===== src/sv/tcw_pkg.sv =====
// Shared types, constants and screen geometry for the text console writer.
// No dependencies; tcw_addr, tcw_ctrl and text_console_writer refer to it by scoped names.
`timescale 1ns / 1ps

package tcw_pkg;

    // Screen geometry.
    localparam int COLS  = 80;
    localparam int ROWS  = 25;
    localparam int CELLS = COLS * ROWS;
    localparam int CW    = $clog2(COLS);
    localparam int RW    = $clog2(ROWS);
    localparam int AW    = $clog2(CELLS);

    // Character codes with a special meaning.
    localparam logic [7:0]  CH_NEWLINE   = 8'd10;
    localparam logic [7:0]  CH_BACKSPACE = 8'd8;
    localparam logic [7:0]  CH_TAB       = 8'd9;
    localparam logic [7:0]  CH_SPACE     = 8'd32;
    localparam logic [15:0] BLANK_RESET  = 16'h0720;

    // Item operation codes.
    localparam logic OP_WRITE = 1'b0;
    localparam logic OP_READ  = 1'b1;

    // Configuration port.
    localparam int         PADDR_W        = 3;
    localparam int         PDATA_W        = 32;
    localparam logic       REG_TEXT_COLOR = 1'b0;
    localparam logic       REG_TAB_LEN    = 1'b1;
    localparam logic [7:0] TEXT_COLOR_RST = 8'd7;
    localparam logic [3:0] TAB_LEN_RST    = 4'd2;

    typedef enum logic [2:0] {
        ST_CLEAR,
        ST_IDLE,
        ST_PLACE,
        ST_BLANK,
        ST_BACK,
        ST_READ,
        ST_DONE
    } t_state;

    typedef enum logic [1:0] {
        MD_PLAIN,
        MD_NEWLINE,
        MD_TAB,
        MD_BACKSPACE
    } t_mode;

    typedef struct packed {
        logic       op;
        logic [7:0] char_code;
        logic [4:0] read_row;
        logic [6:0] read_col;
    } t_item;

    typedef struct packed {
        logic [7:0] text_color;
        logic [3:0] tab_len;
    } t_cfg;

    // One screen access, in logical (cursor) coordinates.
    typedef struct packed {
        logic          we;
        logic [15:0]   wdata;
        logic [RW-1:0] row;
        logic [CW-1:0] col;
        logic [RW-1:0] top;
    } t_mem_req;

    typedef struct packed {
        logic        valid;
        logic [15:0] cell_data;
        logic [10:0] pos;
    } t_result;

endpackage


===== src/sv/tcw_addr.sv =====
// Shared address unit: maps a logical row and column onto the circular row
// buffer of the screen memory. Depends on tcw_pkg.
`timescale 1ns / 1ps

module tcw_addr (
    input  tcw_pkg::t_mem_req             i_req,
    output logic [tcw_pkg::AW-1:0]        o_addr
);

    localparam logic [tcw_pkg::RW:0]   ROWS_X = (tcw_pkg::RW + 1)'(tcw_pkg::ROWS);
    localparam logic [tcw_pkg::AW-1:0] COLS_A = tcw_pkg::AW'(tcw_pkg::COLS);

    logic [tcw_pkg::RW:0]   w_sum;
    logic [tcw_pkg::RW-1:0] w_phys;

    // The top-of-screen pointer rotates on a scroll, so the physical row is
    // the logical row plus the pointer, modulo the row count.
    always_comb begin
        w_sum = {1'b0, i_req.row} + {1'b0, i_req.top};
        if (w_sum >= ROWS_X) begin
            w_phys = w_sum[tcw_pkg::RW-1:0] - ROWS_X[tcw_pkg::RW-1:0];
        end else begin
            w_phys = w_sum[tcw_pkg::RW-1:0];
        end
        o_addr = tcw_pkg::AW'(tcw_pkg::AW'(w_phys) * COLS_A + tcw_pkg::AW'(i_req.col));
    end

endmodule


===== config.mk =====
export PLATFORM = sky130hd
export DESIGN_NAME = tcw_addr
export DESIGN_NICKNAME = d
export VERILOG_FILES = /design/src/sv/tcw_pkg.sv /design/src/sv/tcw_addr.sv
export SDC_FILE = /design/constraint.sdc
export NUM_CORES = 1
export LEC_CHECK = 0
export ABC_AREA = 1
export BUFFER_PORTS_ARGS = -buffer_cell sky130_fd_sc_hd__buf_2
export CAP_MARGIN = 20
export CORE_MARGIN = 5
export CORE_UTILIZATION = 48
export DETAILED_ROUTE_END_ITERATION = 12
export MAX_ROUTING_LAYER = met4
export PLACE_DENSITY = 0.94
export SLEW_MARGIN = 15
export SYNTH_ARGS = -nofsm -noshare
export SYNTH_HDL_FRONTEND = slang
export SYNTH_SLANG_ARGS = --single-unit

===== constraint.sdc =====
create_clock -name vclk -period 6.7
set_input_delay 0.335 -clock vclk [all_inputs]
set_output_delay 0.335 -clock vclk [all_outputs]
set_load 0.01 [all_outputs]

==> metrics <==
status completed; area of the die 2280 µm²; largest net degree at the start of global routing 7; dpl hpwl 1.20 mm; first-pass GRT wire length 2.30 mm; non-filler cells, final 126; Period minus WS final 4.17 ns; Seq cells 0; Worst Setup Path Type in -> out; chip width 47.7 µm; post-CTS setup buffer count 0; height of the die 47.7 µm; switching power 138 µW; Post-CTS Hold Fix Bufs 0; vias 641; most used routing layer met2; Port Buf Inserts 20; gpl congestion 0.725; DRC 0; DRT iter0 DRCs 11; area grow syn2layout 13.0%; Clock Buffer Count 0; Seq pwr share 0; worst hold slack 0.670 ns; Global Route met2 Usage 0.232; combinational power share 1.000; Mapped Nets 148; RSZ-0062 raised after global routing false; DRT Wirelength 1.29 mm; fmax 0.240 GHz; vias per cell 5.09; crit end category primary output; ANT nets after route 0; Startpoint Class input port; core box area 1320 µm²; initial antenna violation count 0; met1 usage 0.166; most common cell after layout, fill and taps aside nand2_1; Setup-failing EPs final 0; met3 global-route usage 0.0150; sequential fraction of the synthesis area 0; most frequent cells in the layout nand2_1 (21), buf_2 (20), ha_1 (16); Overflow after GRT 0; boundary pin count 45; Hold/Removal Path Class in -> out; cell row count 13; Fillers 106; First-pass DRT Iterations 4; Routed wire per std cell 10.2 µm; Sw Ratio 0.561; Final Hold Vio Count 0; relative slew slack 0.766; yosys warns 0; CP Data Arrival Time 3.83 ns; initial core utilization 0.519; post-CTS sizing 0; layout cells sized above 1 0.261; Antenna Cells 0; max-slew violation count 0; distinct cell type count after synthesis 20; internal power 108 µW; placed insts 126; worst-margin pin slew 0.349 ns; Mean Syn Cell Area 7.19 µm²; synthesized instance count 95; Clock power frac 0; Power Dens Cells 319 nW/µm²; fin nets 166; gr usage total 0.133; required time worst endpoint 6.36 ns; final setup TNS 0 ns; Critical Path Fanout Max 6; Netlist Area Pre-Place 683 µm²; LEAKAGE 0.000446 µW; Final period util 0.622; VDD IR max 0.194 mV; max cap viols 0; vias in the first global route 608; register area 0 µm²
[per-stage QoR]
stage | cell area [µm²] | setup WS (ns) | util | total power (µW)
after floorplan | 683 | 2.96 | - | 183
after global placement | 772 | 2.57 | 0.586 | 242
after detailed placement | 772 | 2.51 | 0.586 | 251
after CTS | 772 | 2.50 | 0.586 | 251
after global routing | 772 | 2.23 | 0.586 | 285
final | 772 | 2.53 | 0.586 | 246
[routing by layer]
layer,vias to the layer above,share of wire
li1,344,-
met1,277,0.41
met2,16,0.52
met3,4,0.055
met4,0,0.016
met5,-,0
[worst max-delay path, stage by stage]
cell	delay [ns]
buf_2	0.10
ha_1	0.22
fa_1	0.43
xnor2_1	0.33
nand3b_1	0.15
nand3_2	0.12
nand2_4	0.08
o21ai_1	0.28
ha_1	0.30
ha_1	0.23
fa_1	0.38
xor2_1	0.24
nand3_1	0.13
xnor2_1	0.20
inv_1	0.06
nand3_1	0.08
nand2_1	0.05
buf_2	0.13
[cells by family after synthesis]
family | after synthesis | share of synthesized area
AO/OA/AOI/OAI | 8 | 0.0696
XOR/XNOR | 10 | 0.128
adder cells (fa/ha/maj) | 19 | 0.381
buffers and inverters | 16 | 0.110
AND/OR/NAND/NOR | 42 | 0.311
[synthesized netlist by cell type (all sizes together)]
library cell  number  share of area
nor2               1         0.0055
xor2               7          0.090
a31oi              1         0.0092
nand3             14           0.12
inv               12          0.066
a21oi              5          0.042
o21bai             1          0.011
nor3b              1          0.011
buf                4          0.044
fa                 3          0.088
ha                16           0.29
xnor2              3          0.038
nand3b             1          0.011
o21ai              1         0.0073
nand2             25           0.16
[power by group through the flow]
stage	Clock (µW)	Combinational [µW]	Sequential (µW)
CTS	0	251	0
global placement	0	242	0
floorplan	0	183	0
global route	0	285	0
finish	0	246	0
detailed placement	0	251	0
[area by class of cell]
class | count | area [µm²] | share of cell area
inverter | 12 | 45.0 | 0.0583
multi-input combinational | 79 | 608 | 0.788
timing repair buffer | 20 | 100 | 0.130
tap | 15 | 18.8 | 0.0243
[path summary, 6_finish.rpt]
path | slack [ns] | to | cells past startpoint | start
max | 2.53 | o_addr[10] | 18 | i_req[0]
min | 0.67 | o_addr[2] | 0 | i_req[7]
Note: power is estimated with default switching activity, not from simulation.
