`src/sv/tcw_pkg.sv`:
```
// Shared types, constants and screen geometry for the text console writer.
// No dependencies; tcw_addr, tcw_ctrl and text_console_writer refer to it by scoped names.
`timescale 1ns / 1ps

package tcw_pkg;

    // Screen geometry.
    localparam int COLS  = 80;
    localparam int ROWS  = 25;
    localparam int CELLS = COLS * ROWS;
    localparam int CW    = $clog2(COLS);
    localparam int RW    = $clog2(ROWS);
    localparam int AW    = $clog2(CELLS);

    // Character codes with a special meaning.
    localparam logic [7:0]  CH_NEWLINE   = 8'd10;
    localparam logic [7:0]  CH_BACKSPACE = 8'd8;
    localparam logic [7:0]  CH_TAB       = 8'd9;
    localparam logic [7:0]  CH_SPACE     = 8'd32;
    localparam logic [15:0] BLANK_RESET  = 16'h0720;

    // Item operation codes.
    localparam logic OP_WRITE = 1'b0;
    localparam logic OP_READ  = 1'b1;

    // Configuration port.
    localparam int         PADDR_W        = 3;
    localparam int         PDATA_W        = 32;
    localparam logic       REG_TEXT_COLOR = 1'b0;
    localparam logic       REG_TAB_LEN    = 1'b1;
    localparam logic [7:0] TEXT_COLOR_RST = 8'd7;
    localparam logic [3:0] TAB_LEN_RST    = 4'd2;

    typedef enum logic [2:0] {
        ST_CLEAR,
        ST_IDLE,
        ST_PLACE,
        ST_BLANK,
        ST_BACK,
        ST_READ,
        ST_DONE
    } t_state;

    typedef enum logic [1:0] {
        MD_PLAIN,
        MD_NEWLINE,
        MD_TAB,
        MD_BACKSPACE
    } t_mode;

    typedef struct packed {
        logic       op;
        logic [7:0] char_code;
        logic [4:0] read_row;
        logic [6:0] read_col;
    } t_item;

    typedef struct packed {
        logic [7:0] text_color;
        logic [3:0] tab_len;
    } t_cfg;

    // One screen access, in logical (cursor) coordinates.
    typedef struct packed {
        logic          we;
        logic [15:0]   wdata;
        logic [RW-1:0] row;
        logic [CW-1:0] col;
        logic [RW-1:0] top;
    } t_mem_req;

    typedef struct packed {
        logic        valid;
        logic [15:0] cell_data;
        logic [10:0] pos;
    } t_result;

endpackage

```
`src/sv/tcw_ctrl.sv`:
```
// Sequencer of the console: cursor, scroll pointer, clearing pass and the
// per-item step loop. Depends on tcw_pkg; drives tcw_addr and tcw_ram.
`timescale 1ns / 1ps

module tcw_ctrl (
    input  logic                 i_clk,
    input  logic                 i_rst_n,
    input  logic                 i_valid,
    input  tcw_pkg::t_item       i_item,
    input  tcw_pkg::t_cfg        i_cfg,
    input  logic [15:0]          i_rd_data,
    input  logic                 i_out_free,
    output logic                 o_ready,
    output tcw_pkg::t_mem_req    o_mem,
    output tcw_pkg::t_result     o_res
);

    localparam logic [tcw_pkg::CW-1:0] COL_LAST = tcw_pkg::CW'(tcw_pkg::COLS - 1);
    localparam logic [tcw_pkg::RW-1:0] ROW_LAST = tcw_pkg::RW'(tcw_pkg::ROWS - 1);
    localparam logic [tcw_pkg::AW-1:0] COLS_A   = tcw_pkg::AW'(tcw_pkg::COLS);
    localparam logic [5:0]             ROWS_6   = 6'(tcw_pkg::ROWS);
    localparam logic [7:0]             COLS_8   = 8'(tcw_pkg::COLS);

    tcw_pkg::t_state        r_state, n_state;
    tcw_pkg::t_mode         r_mode, n_mode;
    logic [tcw_pkg::RW-1:0] r_row, n_row;
    logic [tcw_pkg::CW-1:0] r_col, n_col;
    logic [tcw_pkg::RW-1:0] r_top, n_top;
    logic [tcw_pkg::RW-1:0] r_wrow, n_wrow;
    logic [tcw_pkg::CW-1:0] r_wcol, n_wcol;
    logic [7:0]             r_char, n_char;
    logic [3:0]             r_cnt, n_cnt;
    logic                   r_more, n_more;
    logic                   r_rd_ok, n_rd_ok;
    logic [15:0]            r_cell, n_cell;

    logic                   w_col_end;
    logic                   w_row_end;
    logic                   w_more;
    logic                   w_wcol_end;
    logic [tcw_pkg::RW-1:0] w_back_row;
    logic [tcw_pkg::CW-1:0] w_back_col;
    logic [tcw_pkg::AW-1:0] w_pos;

    always_comb begin
        w_col_end  = (r_col == COL_LAST);
        w_row_end  = (r_row == ROW_LAST);
        w_wcol_end = (r_wcol == COL_LAST);
        unique case (r_mode)
            tcw_pkg::MD_NEWLINE: w_more = !w_col_end;
            tcw_pkg::MD_TAB:     w_more = (r_cnt != 4'd1);
            default:             w_more = 1'b0;
        endcase
        // One step back; column zero goes to the end of the row above,
        // and the top row wraps to the bottom row.
        if (r_col == '0) begin
            w_back_col = COL_LAST;
            w_back_row = (r_row == '0) ? ROW_LAST : r_row - 1'b1;
        end else begin
            w_back_col = r_col - 1'b1;
            w_back_row = r_row;
        end
        w_pos = tcw_pkg::AW'(tcw_pkg::AW'(r_row) * COLS_A + tcw_pkg::AW'(r_col));
    end

    // Next state.
    always_comb begin
        n_state = r_state;
        unique case (r_state)
            tcw_pkg::ST_CLEAR: begin
                if (r_wrow == ROW_LAST && w_wcol_end) begin
                    n_state = tcw_pkg::ST_IDLE;
                end
            end
            tcw_pkg::ST_IDLE: begin
                if (i_valid) begin
                    if (i_item.op == tcw_pkg::OP_READ) begin
                        n_state = tcw_pkg::ST_READ;
                    end else if (i_item.char_code == tcw_pkg::CH_TAB
                                 && i_cfg.tab_len == 4'd0) begin
                        n_state = tcw_pkg::ST_DONE;
                    end else begin
                        n_state = tcw_pkg::ST_PLACE;
                    end
                end
            end
            tcw_pkg::ST_PLACE: begin
                if (w_col_end && w_row_end) begin
                    n_state = tcw_pkg::ST_BLANK;
                end else if (w_more) begin
                    n_state = tcw_pkg::ST_PLACE;
                end else if (r_mode == tcw_pkg::MD_BACKSPACE) begin
                    n_state = tcw_pkg::ST_BACK;
                end else begin
                    n_state = tcw_pkg::ST_DONE;
                end
            end
            tcw_pkg::ST_BLANK: begin
                if (w_wcol_end) begin
                    if (r_more) begin
                        n_state = tcw_pkg::ST_PLACE;
                    end else if (r_mode == tcw_pkg::MD_BACKSPACE) begin
                        n_state = tcw_pkg::ST_BACK;
                    end else begin
                        n_state = tcw_pkg::ST_DONE;
                    end
                end
            end
            tcw_pkg::ST_BACK: n_state = tcw_pkg::ST_DONE;
            tcw_pkg::ST_READ: n_state = tcw_pkg::ST_DONE;
            tcw_pkg::ST_DONE: begin
                if (i_out_free) begin
                    n_state = tcw_pkg::ST_IDLE;
                end
            end
            default: n_state = tcw_pkg::ST_IDLE;
        endcase
    end

    // Outputs.
    always_comb begin
        o_ready   = (r_state == tcw_pkg::ST_IDLE);
        o_mem.we    = 1'b0;
        o_mem.wdata = {i_cfg.text_color, r_char};
        o_mem.row   = r_row;
        o_mem.col   = r_col;
        o_mem.top   = r_top;
        unique case (r_state)
            tcw_pkg::ST_CLEAR: begin
                o_mem.we    = 1'b1;
                o_mem.wdata = tcw_pkg::BLANK_RESET;
                o_mem.row   = r_wrow;
                o_mem.col   = r_wcol;
            end
            tcw_pkg::ST_IDLE: begin
                o_mem.row = tcw_pkg::RW'(i_item.read_row);
                o_mem.col = tcw_pkg::CW'(i_item.read_col);
            end
            tcw_pkg::ST_PLACE: o_mem.we = 1'b1;
            tcw_pkg::ST_BLANK: begin
                o_mem.we    = 1'b1;
                o_mem.wdata = {i_cfg.text_color, tcw_pkg::CH_SPACE};
                o_mem.row   = ROW_LAST;
                o_mem.col   = r_wcol;
            end
            default: o_mem.we = 1'b0;
        endcase
        o_res.valid     = (r_state == tcw_pkg::ST_DONE);
        o_res.cell_data = r_cell;
        o_res.pos       = 11'(w_pos);
    end

    // Datapath next values.
    always_comb begin
        n_mode  = r_mode;
        n_row   = r_row;
        n_col   = r_col;
        n_top   = r_top;
        n_wrow  = r_wrow;
        n_wcol  = r_wcol;
        n_char  = r_char;
        n_cnt   = r_cnt;
        n_more  = r_more;
        n_rd_ok = r_rd_ok;
        n_cell  = r_cell;
        unique case (r_state)
            tcw_pkg::ST_CLEAR: begin
                if (w_wcol_end) begin
                    n_wcol = '0;
                    n_wrow = r_wrow + 1'b1;
                end else begin
                    n_wcol = r_wcol + 1'b1;
                end
            end
            tcw_pkg::ST_IDLE: begin
                if (i_valid) begin
                    n_cell  = '0;
                    n_rd_ok = ({1'b0, i_item.read_row} < ROWS_6)
                              && ({1'b0, i_item.read_col} < COLS_8);
                    n_char  = tcw_pkg::CH_SPACE;
                    if (i_item.op == tcw_pkg::OP_WRITE) begin
                        if (i_item.char_code == tcw_pkg::CH_NEWLINE) begin
                            n_mode = tcw_pkg::MD_NEWLINE;
                        end else if (i_item.char_code == tcw_pkg::CH_TAB) begin
                            n_mode = tcw_pkg::MD_TAB;
                            n_cnt  = i_cfg.tab_len;
                        end else if (i_item.char_code == tcw_pkg::CH_BACKSPACE) begin
                            n_mode = tcw_pkg::MD_BACKSPACE;
                            n_row  = w_back_row;
                            n_col  = w_back_col;
                        end else begin
                            n_mode = tcw_pkg::MD_PLAIN;
                            n_char = i_item.char_code;
                        end
                    end
                end
            end
            tcw_pkg::ST_PLACE: begin
                n_more = w_more;
                n_cnt  = r_cnt - 1'b1;
                if (w_col_end) begin
                    n_col = '0;
                    if (w_row_end) begin
                        // Scroll: the oldest row becomes the new bottom row.
                        n_top  = (r_top == ROW_LAST) ? '0 : r_top + 1'b1;
                        n_wcol = '0;
                    end else begin
                        n_row = r_row + 1'b1;
                    end
                end else begin
                    n_col = r_col + 1'b1;
                end
            end
            tcw_pkg::ST_BLANK: n_wcol = r_wcol + 1'b1;
            tcw_pkg::ST_BACK: begin
                n_row = w_back_row;
                n_col = w_back_col;
            end
            tcw_pkg::ST_READ: n_cell = r_rd_ok ? i_rd_data : 16'd0;
            default: n_cell = r_cell;
        endcase
    end

    always_ff @(posedge i_clk) begin
        if (!i_rst_n) begin
            r_state <= tcw_pkg::ST_CLEAR;
            r_mode  <= tcw_pkg::MD_PLAIN;
            r_row   <= '0;
            r_col   <= '0;
            r_top   <= '0;
            r_wrow  <= '0;
            r_wcol  <= '0;
        end else begin
            r_state <= n_state;
            r_mode  <= n_mode;
            r_row   <= n_row;
            r_col   <= n_col;
            r_top   <= n_top;
            r_wrow  <= n_wrow;
            r_wcol  <= n_wcol;
        end
    end

    always_ff @(posedge i_clk) begin
        r_char  <= n_char;
        r_cnt   <= n_cnt;
        r_more  <= n_more;
        r_rd_ok <= n_rd_ok;
        r_cell  <= n_cell;
    end

endmodule

```
`config.mk`:
```
export PLATFORM = sky130hd
export DESIGN_NAME = tcw_ctrl
export DESIGN_NICKNAME = d
export VERILOG_FILES = /design/src/sv/tcw_pkg.sv /design/src/sv/tcw_ctrl.sv
export SDC_FILE = /design/constraint.sdc
export NUM_CORES = 1
export LEC_CHECK = 0
export BUFFER_PORTS_ARGS = -buffer_cell sky130_fd_sc_hd__buf_2
export CAP_MARGIN = 20
export CORE_MARGIN = 8
export CORE_UTILIZATION = 30
export DETAILED_ROUTE_END_ITERATION = 6
export PLACE_DENSITY = 0.63
export SYNTH_ARGS = -nofsm -noshare
export SYNTH_HDL_FRONTEND = slang
export SYNTH_SLANG_ARGS = --single-unit
export TNS_END_PERCENT = 30
```
`constraint.sdc`:
```
create_clock -name i_clk -period 3.8 [get_ports i_clk]
set_input_delay 0.57 -clock i_clk [delete_from_list [all_inputs] [get_ports i_clk]]
set_output_delay 0.57 -clock i_clk [all_outputs]
set_load 0.01 [all_outputs]
```
==> flow_metrics.env <==
export IMPL_outcome="finished, final reports clean"
export IMPL_maxSlewViolCount=0
export IMPL_worst_pin_slew_ns=0.705
export IMPL_totalNegativeSetupSlack_ns=0
export IMPL_hold_viol_final=0
export IMPL_finalClockSkew_ns=0.00746
export IMPL_path_clk_slew_ns=0.06
export IMPL_port_buffer_count=115
export IMPL_period_share_pct=87.6
export IMPL_syn_inst=491
export IMPL_root_buffer="clkbuf_16"
export IMPL_rows=44
export IMPL_antenna_found_initial=0
export IMPL_clkLatencyLatePin_ns=0.33
export IMPL_yosysSeqAreaShare_pct=36.7
export IMPL_final_cell_mix="buf_2 (116), nor2_1 (44), nand2_1 (34), dfxtp_1 (34), a21oi_1 (31)"
export IMPL_core_sq_um=14300
export IMPL_worstSetupStartpointType="flop"
export IMPL_worst_setup_path_end_kind="output pin"
export IMPL_powerDensity_nw_per_um2=303
export IMPL_synth_edff_count=30
export IMPL_placed_area_sq_um=5040
export IMPL_multi_input_area_sq_um=2490
export IMPL_dp_hpwl_mm=10.1
export IMPL_grt_start_max_net_pins=24
export IMPL_area_delta_synth_final_pct=23.8
export IMPL_fmax_mhz=300
export IMPL_drc=0
export IMPL_syn_area_sq_um=4310
export IMPL_wirelength_mm=13.1
export IMPL_finalCriticalPeriod_ns=3.33
export IMPL_num_vias=4069
export IMPL_maxSlewHeadroom_pct=52.4
export IMPL_ant_nets=0
export IMPL_crit_fanout=13
export IMPL_hold_class="input port to flop"
export IMPL_final_nets=676
export IMPL_final_common_cell="buf_2"
export IMPL_cts_setup_buffers=0
export IMPL_required_ns=3.23
export IMPL_htree_levels=3
export IMPL_clock_sinks=64
export IMPL_io_pins=116
export IMPL_fp_dieH_um=136
export IMPL_crit_arrival_ns=2.76
export IMPL_post_cts_resize_count=0
export IMPL_routed_via_density=5.19
export IMPL_final_util_pct=37.3
export IMPL_fp_dieArea_sq_um=18500
export IMPL_die_w_um=136
export IMPL_regArea_sq_um=1580
export IMPL_setup_viol=0
export IMPL_rsz0062_at_grt="false"
export IMPL_gp_congestion=0.857
export IMPL_cts_buffers=9
export IMPL_grt_use_total_pct=13.8
export IMPL_ctsHoldBuffers=0
export IMPL_syn_nets=572
export IMPL_overflow=0
export IMPL_synth_flop_cell="dfxtp_1"
export IMPL_cts_tree="built"
export IMPL_grt_pass1_wl_mm=20.5
export IMPL_drt_first_iter_violations=320
export IMPL_wl_per_cell_um=16.7
export IMPL_postLayoutCellArea_sq_um=5340
export IMPL_holdWs_ns=0.514
export IMPL_drive_gt1_share_pct=26.0
export IMPL_synth_avg_cell_area_sq_um=8.78
export IMPL_n_antenna_cell=0
export IMPL_initial_core_util_pct=30.1
export IMPL_synthArstFlopShare_pct=0
export IMPL_drt_pass1_iter_count=5
export IMPL_grt_pass1_vias=3919
export IMPL_path_class="flop to output pin"
export IMPL_ys_seq_elements=64
export IMPL_cap_violations=0
export IMPL_fillers=1464
export IMPL_synth_cell_types=62
export IMPL_power_leakage_nw=2.22
export IMPL_clockBufferDepth=2
export IMPL_yosys_warnings=0
export IMPL_peakVddDrop_mv=0.177
## logic make-up after synthesis
kind of cell             after synthesis  synth area share, %
flip-flops                            64                 36.7
buffers and inverters                 57                 5.54
XOR/XNOR                              24                 4.87
AO/OA/AOI/OAI                        117                 18.1
adder cells (fa/ha/maj)               28                 8.47
AND/OR/NAND/NOR                      190                 23.6
multiplexers                          11                 2.73
## cells in the mapped netlist (all sizes together) (5+ instances only)
cell type  count  area, sq um
nor2          44          165
dfxtp         34          681
nand2         34          128
a21oi         31          155
edfxtp        30          901
ha            26          325
inv           25         93.8
o21ai         25          125
and2          22          138
clkbuf        19         71.3
nor2b         18          113
xor2          14          123
a22oi         13         97.6
nor3          13         65.1
buf           12         70.1
nand3         10         50.1
xnor2         10         87.6
nand4          8         50.1
o22ai          8         50.1
and3           7         43.8
mux2           6         67.6
o2111ai        6         52.6
mux2i          5         50.1
nor4           5         31.3
or2            5         31.3
## where the power goes
group          internal [W]  switching [W]
registers          0.000720     0.00000411
logic             0.0000362      0.0000373
clock network      0.000507       0.000313
total               0.00126       0.000355
## cell type report
cell class,instances,area share (%)
multi-input combinational,370,46.7
inverter,26,1.83
clock inverter,7,1.34
timing repair buffer,124,12.0
clock buffer,9,4.22
tap,184,4.31
sequential,64,29.6
## critical path, cell delays in order (launching register included)
cell,delay (ns)
dfxtp_1,0.58
ha_1,0.32
ha_1,0.23
fa_1,0.38
xor2_1,0.25
o2111ai_1,0.17
xor2_1,0.20
xnor2_1,0.14
buf_2,0.15
## worst paths after layout
kind	start	to	slack, ns	cells after the start
setup / recovery	r_row[3]$_SDFFE_PN0P_	o_res[10]	0.47	8
hold / removal	i_rd_data[14]	r_cell[14]$_SDFFCE_PN0P_	0.51	2
setup reg to reg	r_state[2]$_SDFFE_PN0P_	r_cnt[1]$_DFFE_PP_	0.89	7
hold reg to reg	r_wcol[1]$_SDFFE_PN0P_	r_wcol[1]$_SDFFE_PN0P_	0.54	2
## through the flow
stage                     power [W]  std cells  setup slack (ns)
final                       0.00162        784             0.470
after global routing        0.00167        784             0.373
after CTS                   0.00163        783             0.460
after detailed placement   0.000812        767             0.830
after global placement     0.000812        767             0.920
after floorplan            0.000767        491              1.20
## sequential cells by signal, indices dropped and copies added (netlist names), 3 cells and up
| register | flops |
|---|---|
| r_wrow | 5 |
| r_cnt | 4 |
| r_top | 5 |
| r_wcol | 7 |
| r_char | 8 |
| r_col | 7 |
| r_cell | 16 |
| r_row | 5 |
| r_state | 3 |
## metal layers
layer  vias up  global-route usage (%)  part of all wire [%]
li1       1981                       -                     -
met5         -                       0                     0
met2       178                    22.0                    45
met1      1887                    17.1                    42
met3        23                    3.77                    11
met4         0                    5.92                   2.1
(Power assumes the default switching activity.)
